--- src/rtl/core/ptc_pkg.sv ---
// Shared constants and types of the pattern table with hit counts.
package ptc_pkg;

    localparam int TABLE_DEPTH = 64;
    localparam int KEY_BITS    = 32;
    localparam int IDX_W       = $clog2(TABLE_DEPTH);
    localparam int OCC_W       = $clog2(TABLE_DEPTH + 1);
    localparam int COUNT_W     = 16;
    localparam int TARGET_W    = 16;
    localparam int SLOT_W      = 7;
    localparam int TALLY_W     = 7;

    localparam logic [COUNT_W-1:0]  COUNT_MAX     = '1;
    localparam logic [TARGET_W-1:0] TARGET_RESET  = TARGET_W'(10);
    localparam logic [OCC_W-1:0]    OCC_FULL      = OCC_W'(TABLE_DEPTH);

    typedef struct packed {
        logic                rd_en;
        logic [IDX_W-1:0]    rd_addr;
        logic                wr_en;
        logic                wr_key_en;
        logic [IDX_W-1:0]    wr_addr;
        logic [KEY_BITS-1:0] wr_key;
        logic [COUNT_W-1:0]  wr_count;
    } mem_req_t;

    typedef struct packed {
        logic               valid;
        logic [SLOT_W-1:0]  slot_number;
        logic               is_new;
        logic [COUNT_W-1:0] hit_count;
        logic               table_overflow;
        logic [TALLY_W-1:0] below_target_tally;
        logic               all_filled;
    } result_t;

endpackage

--- src/rtl/core/ptc_store.sv ---
// Key and count memories of the pattern table, one write and one registered read per cycle.
module ptc_store
    import ptc_pkg::*;
(
    input  logic                clk,
    input  mem_req_t            mem_req,
    output logic [KEY_BITS-1:0] rd_key,
    output logic [COUNT_W-1:0]  rd_count
);

    logic [KEY_BITS-1:0] key_mem   [TABLE_DEPTH];
    logic [COUNT_W-1:0]  count_mem [TABLE_DEPTH];
    logic [KEY_BITS-1:0] rd_key_reg;
    logic [COUNT_W-1:0]  rd_count_reg;

    always_ff @(posedge clk)
    begin
        if (mem_req.wr_en)
        begin
            count_mem[mem_req.wr_addr] <= mem_req.wr_count;
            if (mem_req.wr_key_en)
            begin
                key_mem[mem_req.wr_addr] <= mem_req.wr_key;
            end
        end
        if (mem_req.rd_en)
        begin
            rd_key_reg   <= key_mem[mem_req.rd_addr];
            rd_count_reg <= count_mem[mem_req.rd_addr];
        end
    end

    assign rd_key   = rd_key_reg;
    assign rd_count = rd_count_reg;

endmodule

--- src/rtl/core/ptc_engine.sv ---
// Search, tally and read-modify-write sequencer of the pattern table.
module ptc_engine
    import ptc_pkg::*;
(
    input  logic                clk,
    input  logic                rst_n,
    input  logic                item_valid,
    input  logic [KEY_BITS-1:0] item_key,
    output logic                item_ready,
    input  logic                cfg_wr_en,
    input  logic [TARGET_W-1:0] cfg_wr_data,
    output mem_req_t            mem_req,
    input  logic [KEY_BITS-1:0] rd_key,
    input  logic [COUNT_W-1:0]  rd_count,
    input  logic                res_ready,
    output result_t             res
);

    typedef enum logic [1:0] {
        ST_IDLE,
        ST_SCAN,
        ST_FINISH
    } state_t;

    state_t              state_reg;
    logic [TARGET_W-1:0] target_reg;
    logic [OCC_W-1:0]    occ_reg;
    logic [KEY_BITS-1:0] key_reg;
    logic                issue_reg;
    logic [IDX_W-1:0]    rd_idx_reg;
    logic                chk_valid_reg;
    logic [IDX_W-1:0]    chk_idx_reg;
    logic                found_reg;
    logic [IDX_W-1:0]    hit_idx_reg;
    logic [COUNT_W-1:0]  hit_cnt_reg;
    logic [TALLY_W-1:0]  tally_reg;

    logic [IDX_W-1:0]    last_idx;
    logic                room;
    logic [COUNT_W-1:0]  inc_cnt;
    logic                under_old;
    logic                under_new;
    logic                under_one;
    logic [TALLY_W-1:0]  tally_fin;
    logic [OCC_W-1:0]    occ_fin;
    logic                finish_go;

    assign last_idx  = IDX_W'(occ_reg - OCC_W'(1));
    assign room      = (occ_reg < OCC_FULL);
    assign inc_cnt   = (hit_cnt_reg == COUNT_MAX) ? hit_cnt_reg : hit_cnt_reg + COUNT_W'(1);
    assign under_old = (hit_cnt_reg < target_reg);
    assign under_new = (inc_cnt < target_reg);
    assign under_one = (target_reg > TARGET_W'(1));
    assign finish_go = (state_reg == ST_FINISH) && res_ready;

    always_comb
    begin
        tally_fin = tally_reg;
        occ_fin   = occ_reg;
        if (found_reg)
        begin
            tally_fin = tally_reg - TALLY_W'(under_old) + TALLY_W'(under_new);
        end
        else if (room)
        begin
            tally_fin = tally_reg + TALLY_W'(under_one);
            occ_fin   = occ_reg + OCC_W'(1);
        end
    end

    always_comb
    begin
        mem_req.rd_en     = (state_reg == ST_SCAN) && issue_reg;
        mem_req.rd_addr   = rd_idx_reg;
        mem_req.wr_en     = finish_go && (found_reg || room);
        mem_req.wr_key_en = !found_reg;
        mem_req.wr_addr   = found_reg ? hit_idx_reg : IDX_W'(occ_reg);
        mem_req.wr_key    = key_reg;
        mem_req.wr_count  = found_reg ? inc_cnt : COUNT_W'(1);
    end

    always_comb
    begin
        res.valid              = finish_go;
        res.is_new             = !found_reg && room;
        res.table_overflow     = !found_reg && !room;
        res.slot_number        = '0;
        res.hit_count          = '0;
        if (found_reg)
        begin
            res.slot_number = SLOT_W'(hit_idx_reg) + SLOT_W'(1);
            res.hit_count   = inc_cnt;
        end
        else if (room)
        begin
            res.slot_number = SLOT_W'(occ_fin);
            res.hit_count   = COUNT_W'(1);
        end
        res.below_target_tally = tally_fin;
        res.all_filled         = (occ_fin != '0) && (tally_fin == '0);
    end

    assign item_ready = (state_reg == ST_IDLE);

    always_ff @(posedge clk or negedge rst_n)
    begin
        if (!rst_n)
        begin
            state_reg     <= ST_IDLE;
            target_reg    <= TARGET_RESET;
            occ_reg       <= '0;
            issue_reg     <= 1'b0;
            chk_valid_reg <= 1'b0;
            rd_idx_reg    <= '0;
            chk_idx_reg   <= '0;
            found_reg     <= 1'b0;
            hit_idx_reg   <= '0;
            hit_cnt_reg   <= '0;
            tally_reg     <= '0;
            key_reg       <= '0;
        end
        else
        begin
            if (cfg_wr_en)
            begin
                target_reg <= cfg_wr_data;
            end
            unique case (state_reg)
                ST_IDLE:
                begin
                    chk_valid_reg <= 1'b0;
                    if (item_valid)
                    begin
                        key_reg     <= item_key;
                        found_reg   <= 1'b0;
                        tally_reg   <= '0;
                        rd_idx_reg  <= '0;
                        issue_reg   <= (occ_reg != '0);
                        state_reg   <= (occ_reg != '0) ? ST_SCAN : ST_FINISH;
                    end
                end
                ST_SCAN:
                begin
                    chk_valid_reg <= issue_reg;
                    chk_idx_reg   <= rd_idx_reg;
                    if (issue_reg)
                    begin
                        if (rd_idx_reg == last_idx)
                        begin
                            issue_reg <= 1'b0;
                        end
                        else
                        begin
                            rd_idx_reg <= rd_idx_reg + IDX_W'(1);
                        end
                    end
                    if (chk_valid_reg)
                    begin
                        if (rd_key == key_reg)
                        begin
                            found_reg   <= 1'b1;
                            hit_idx_reg <= chk_idx_reg;
                            hit_cnt_reg <= rd_count;
                        end
                        if (rd_count < target_reg)
                        begin
                            tally_reg <= tally_reg + TALLY_W'(1);
                        end
                        if (chk_idx_reg == last_idx)
                        begin
                            state_reg <= ST_FINISH;
                        end
                    end
                end
                ST_FINISH:
                begin
                    chk_valid_reg <= 1'b0;
                    if (res_ready)
                    begin
                        occ_reg   <= occ_fin;
                        state_reg <= ST_IDLE;
                    end
                end
                default:
                begin
                    state_reg <= ST_IDLE;
                end
            endcase
        end
    end

    a_no_rw_overlap: assert property (@(posedge clk) disable iff (!rst_n)
        !(mem_req.rd_en && mem_req.wr_en))
        else $error("memory read and write in the same cycle");

    a_occ_bound: assert property (@(posedge clk) disable iff (!rst_n)
        occ_reg <= OCC_FULL)
        else $error("occupancy beyond table depth");

    a_tally_bound: assert property (@(posedge clk) disable iff (!rst_n)
        res.valid |-> (OCC_W'(res.below_target_tally) <= occ_fin))
        else $error("tally exceeds occupancy");

    a_check_in_scan: assert property (@(posedge clk) disable iff (!rst_n)
        chk_valid_reg |-> (state_reg == ST_SCAN))
        else $error("read data checked outside the scan");

    a_overflow_full: assert property (@(posedge clk) disable iff (!rst_n)
        (res.valid && res.table_overflow) |-> (occ_reg == OCC_FULL) && !res.is_new)
        else $error("overflow flagged on a table with room");

endmodule

--- src/rtl/core/pattern_table_with_hit_counts.sv ---
// Top level of the pattern table with hit counts: engine, memories and output register.
//
// Channel  Dir  Handshake          Contents
// s_axis   in   tvalid/tready      tdata: pattern_key
// m_axis   out  tvalid/tready      tdata: slot, count, tally, all_filled; tuser: flags
// cfg      in   cfg_wr_en          cfg_wr_data: population_target
//
// A new word is taken only after the last one is finished; the search makes one memory read per
// stored entry, and none when the table is empty.
// Its result reaches the output register as the engine returns to idle, ready for the next word.
// Reset clears occupancy, so the count memory needs no clearing pass.
// The finished result waits in an output register; a new word is taken meanwhile.
// A stalled output holds the engine in its final step until the register frees.
module pattern_table_with_hit_counts
    import ptc_pkg::*;
(
    input  logic                clk,
    input  logic                rst_n,
    input  logic                s_axis_tvalid,
    output logic                s_axis_tready,
    input  logic [31:0]         s_axis_tdata,   // [31:0] pattern_key
    output logic                m_axis_tvalid,
    input  logic                m_axis_tready,
    output logic [31:0]         m_axis_tdata,   // [6:0] slot_number, [22:7] hit_count,
                                                // [29:23] below_target_tally, [30] all_filled
    output logic [1:0]          m_axis_tuser,   // [0] is_new, [1] table_overflow
    input  logic                cfg_wr_en,
    input  logic [TARGET_W-1:0] cfg_wr_data
);

    mem_req_t            mem_req;
    logic [KEY_BITS-1:0] rd_key;
    logic [COUNT_W-1:0]  rd_count;
    result_t             res;
    logic                res_ready;
    logic                out_valid_reg;
    logic [31:0]         out_data_reg;
    logic [1:0]          out_user_reg;

    assign res_ready = !out_valid_reg || m_axis_tready;

    ptc_engine u_engine (
        .clk         (clk),
        .rst_n       (rst_n),
        .item_valid  (s_axis_tvalid),
        .item_key    (s_axis_tdata[KEY_BITS-1:0]),
        .item_ready  (s_axis_tready),
        .cfg_wr_en   (cfg_wr_en),
        .cfg_wr_data (cfg_wr_data),
        .mem_req     (mem_req),
        .rd_key      (rd_key),
        .rd_count    (rd_count),
        .res_ready   (res_ready),
        .res         (res)
    );

    ptc_store u_store (
        .clk      (clk),
        .mem_req  (mem_req),
        .rd_key   (rd_key),
        .rd_count (rd_count)
    );

    always_ff @(posedge clk or negedge rst_n)
    begin
        if (!rst_n)
        begin
            out_valid_reg <= 1'b0;
        end
        else if (res.valid)
        begin
            out_valid_reg <= 1'b1;
        end
        else if (m_axis_tready)
        begin
            out_valid_reg <= 1'b0;
        end
    end

    always_ff @(posedge clk)
    begin
        if (res.valid)
        begin
            out_data_reg <= {1'b0, res.all_filled, res.below_target_tally,
                             res.hit_count, res.slot_number};
            out_user_reg <= {res.table_overflow, res.is_new};
        end
    end

    assign m_axis_tvalid = out_valid_reg;
    assign m_axis_tdata  = out_data_reg;
    assign m_axis_tuser  = out_user_reg;

endmodule
--- config.mk ---
export PLATFORM = sky130hd
export DESIGN_NAME = pattern_table_with_hit_counts
export DESIGN_NICKNAME = d
export VERILOG_FILES = /design/src/rtl/core/ptc_pkg.sv /design/src/rtl/core/ptc_store.sv /design/src/rtl/core/ptc_engine.sv /design/src/rtl/core/pattern_table_with_hit_counts.sv
export SDC_FILE = /design/constraint.sdc
export NUM_CORES = 2
export LEC_CHECK = 0
export BUFFER_PORTS_ARGS = -buffer_cell sky130_fd_sc_hd__buf_2
export CAP_MARGIN = 10
export CORE_UTILIZATION = 45
export DETAILED_ROUTE_END_ITERATION = 12
export GPL_ROUTABILITY_DRIVEN = 0
export GPL_TIMING_DRIVEN = 1
export MAX_ROUTING_LAYER = met4
export PLACE_DENSITY = 0.7
export SETUP_SLACK_MARGIN = 0.4
export SLEW_MARGIN = 40
export SYNTH_ARGS = -nofsm -noshare
export SYNTH_HDL_FRONTEND = slang
export SYNTH_SLANG_ARGS = --single-unit
--- constraint.sdc ---
create_clock -name clk -period 5 [get_ports clk]
set_input_delay 1 -clock clk [delete_from_list [all_inputs] [get_ports clk]]
set_output_delay 1 -clock clk [all_outputs]
set_load 0.005 [all_outputs]
==> impl_metrics.ini <==
[floorplan]
core_mm2 = 0.279
die_h_um = 532
num_rows = 194
start_util_pct = 45.2
dieWidth_um = 532
die-area_mm2 = 0.283
boundaryPins = 89

[global_route]
antenna_found_initial = 11
grt_pass1_vias = 61319
use_met2_pct = 34.1
busiest_layer = met2
gr-usage-all-layers_pct = 21.9
grt_pass1_wl_um = 437000
grt-ovfl-total = 0
met3_usage_pct = 3.99
use_met1_pct = 29.9
grt_max_degree = 107

[min_path]
hold_class = input port to async pin

[synth]
synth_top_area_share_pct = 75.0
ys.flop_type = edfxtp_1
synth_cells = 5549
synth_fp_nets = 5667
synth_edf_count = 3153
synth_top_cell_by_area = edfxtp_1
synth_seq_cells = 3255
synth_area_mm2 = 0.126
yosys-top-cells-area = edfxtp_1, mux4_2, dfrtp_1
avgSynthCellArea_um2 = 22.8
synth_cell_types = 62
ys.warnings.count = 0
seq_area_frac_synth_pct = 77.0
async_reset_ff_share_pct = 3.13

[worst_setup_path]
start_kind = flop
end_kind = flop
cp_slowest_cell = or4_4
cp_num_buf_inv = 2
cp_top_family = simple AND/OR/NAND/NOR gates
worstPathCellList = and3_4, and4_4, nand2_4, and4_4, nand3_4, xnor2_2, ha_1, a21o_1, a21o_1, a21oi_2, o21ai_2, a21oi_2, ha_2, inv_2, fa_2, nor2b_1, o21ai_1, nand2b_1, buf_6, a31oi_4, nor4b_4, or4_4, nor3_4
critPathKind = flop to flop
crit_arrival_ps = 5300
crit_fanout = 4
cp_slowest_stage_delay_ps = 540
rrSetupSlack_ps = 390
crit_required_ps = 5680

[pwr]
total_power_mw = 72.6
pwr-share-comb_pct = 22.3
intPower_mw = 51.9
power_density_mw_per_mm2 = 505
ir_drop_mv = 0.471
p_sw_mw = 20.7
p_sw_share_pct = 28.5
pwr-share-clk_pct = 31.0
leakagePower_nw = 44.3
p_seq_share_pct = 46.7

[detailed_routing]
first_pass_iters = 5
final_antenna_net_count = 0
drc = 0
drt_iter0_drc = 7657
wl_um = 303000
via_per_inst = 6.08
wl_per_cell_um = 30.4
vias = 60649

[placed_design]
dp.cells = 9384
post-dp-hpwl_um = 173000
place.port_buffers = 87
post-place-ws_ps = -60.3

[layout]
seqCellArea_mm2 = 0.0973
fill_cells = 21105
final_nets = 6116
top_register = u_store.key_mem
biggestRegsByFlops = u_store.key_mem: 2048 flops, u_store.count_mem: 1024 flops
final_util_pct = 51.5
fin_cells = 9972
multi_input_area_mm2 = 0.0285
area_growth_pct = 13.7
largest_reg_flops = 2048
drive_above_1_share_pct = 31.8

[clock_tree]
h-tree-depth = 5
clock_latency_ps = 880
root_buffer = clkbuf_16
clkSlewWorstSetupHoldPaths_ps = 60
cts_buffers = 309
clock-sinks = 3255
postCtsHoldBufs = 0
cts_tree = done
clk_path_buf_depth = 4

[timing]
setup-violations-final = 0
hold_viol_final = 0
rsz0062_at_grt = yes
final.setup_skew_ps = 53.5
finalCritPeriodShare_pct = 92.3
finalWorstSetupSlack_ps = 386
slew_viol_final = 0
min_period_ps = 4610
tightestPinTransition_ps = 868
max-slew-margin-rel_pct = 42.0
fmaxAchievable_ghz = 0.217

[run_status]
status = finished clean

[job]
cap_violations = 0
synthesized netlist by cell type, types with 3 or more instances:
cell type,n
edfxtp_1,3153
mux4_2,928
nor2_1,188
nand2_1,177
clkbuf_1,134
dfrtp_1,100
buf_2,97
a22oi_1,84
mux2i_1,70
ha_1,64
nand3_1,47
buf_1,42
o21ai_0,42
xor2_1,42
inv_1,38
xnor2_1,38
and2_1,35
o22ai_1,34
mux2_2,31
a21oi_1,25
a21o_1,18
nor3_1,18
nand2b_1,13
nor4_1,12
nand4_1,11
nor2b_1,11
and3_1,8
o211ai_1,8
a31oi_1,7
buf_4,7
a211oi_1,6
or3_1,6
a2111oi_0,5
a2111oi_2,4
and4_1,4
nor3b_1,4
o32ai_1,4
o21bai_1,3
power groups by stage:
stage                     registers [mW]  logic (mW)  clock network, mW
final                               33.9        16.2               22.5
after global routing                33.9        17.2               23.8
after CTS                           33.9        16.2               22.8
after detailed placement            34.4        16.1                  0
after global placement              34.4        15.7                  0
after floorplan                     34.8        9.68                  0
kinds of logic after synthesis:
logic type               after synthesis  share of synthesized area [%]
buffers and inverters                320                           1.08
AO/OA/AOI/OAI                        255                           1.40
flip-flops                          3255                           77.0
other                                  1                        0.00297
adder cells (fa/ha/maj)               65                          0.650
AND/OR/NAND/NOR                      544                           1.93
multiplexers                        1029                           17.4
XOR/XNOR                              80                          0.555
metal layers:
metal  vias to the layer above  part of all wire, %
met5                         -                    0
met4                         0                  2.7
li1                      24395                    -
met1                     32609                   40
met3                       486                  9.1
met2                      3159                   49
through the flow:
step	area (um^2)	TNS (ps)	hold WS (ps)
floorplan	126000	0	471
global placement	133000	-18.9	505
detailed placement	134000	-60.3	509
CTS	143000	0	149
global route	144000	0	188
finish	144000	0	175
placed cells by master, fill, tap and decap left out, types with 30 or more instances in the layout:
cell type / n
dfrtp_2: 33
o22ai_1: 34
inv_1: 35
o21ai_0: 38
clkbuf_16: 312
nand2_1: 171
clkinv_2: 48
xnor2_1: 36
nor2_1: 121
mux2i_1: 69
clkbuf_1: 72
buf_2: 86
buf_4: 292
mux4_2: 928
nor2_4: 65
clkinv_1: 68
a22oi_1: 84
ha_1: 60
dfrtp_1: 59
xor2_1: 41
mux2_2: 30
buf_12: 36
edfxtp_1: 3153
nand3_1: 39
layout make-up:
| cell class | instances | area share, % |
|---|---|---|
| sequential | 3255 | 67.7 |
| timing repair buffer | 420 | 2.39 |
| tap | 3724 | 3.24 |
| multi-input combinational | 1974 | 19.9 |
| clock inverter | 161 | 0.943 |
| clock buffer | 391 | 5.69 |
| inverter | 38 | 0.101 |
| antenna | 9 | 0.0157 |
path summary, 6_finish.rpt:
kind	startpoint	depth (start not counted)	endpoint
setup / recovery	u_engine.hit_cnt_reg[12]	23	m_axis_tdata[30]
hold / removal	rst_n	1	u_engine.key_reg[27]
setup reg to reg	u_engine.hit_cnt_reg[12]	23	m_axis_tdata[30]
hold reg to reg	u_engine.key_reg[12]	0	u_store.key_mem[58][12]
max in group asynchronous	rst_n	2	u_engine.hit_cnt_reg[8]
min in group clk	s_axis_tdata[5]	3	u_engine.key_reg[5]
repair_timing:
| item | in CTS | in global routing |
|---|---|---|
| setup buffers | 11 | 15 |
| endpoints found under the setup margin | 3 | 2 |
| resized for setup | 24 | 34 |
| pin swaps | 16 | 41 |
Note: power is estimated with default switching activity, not from simulation.
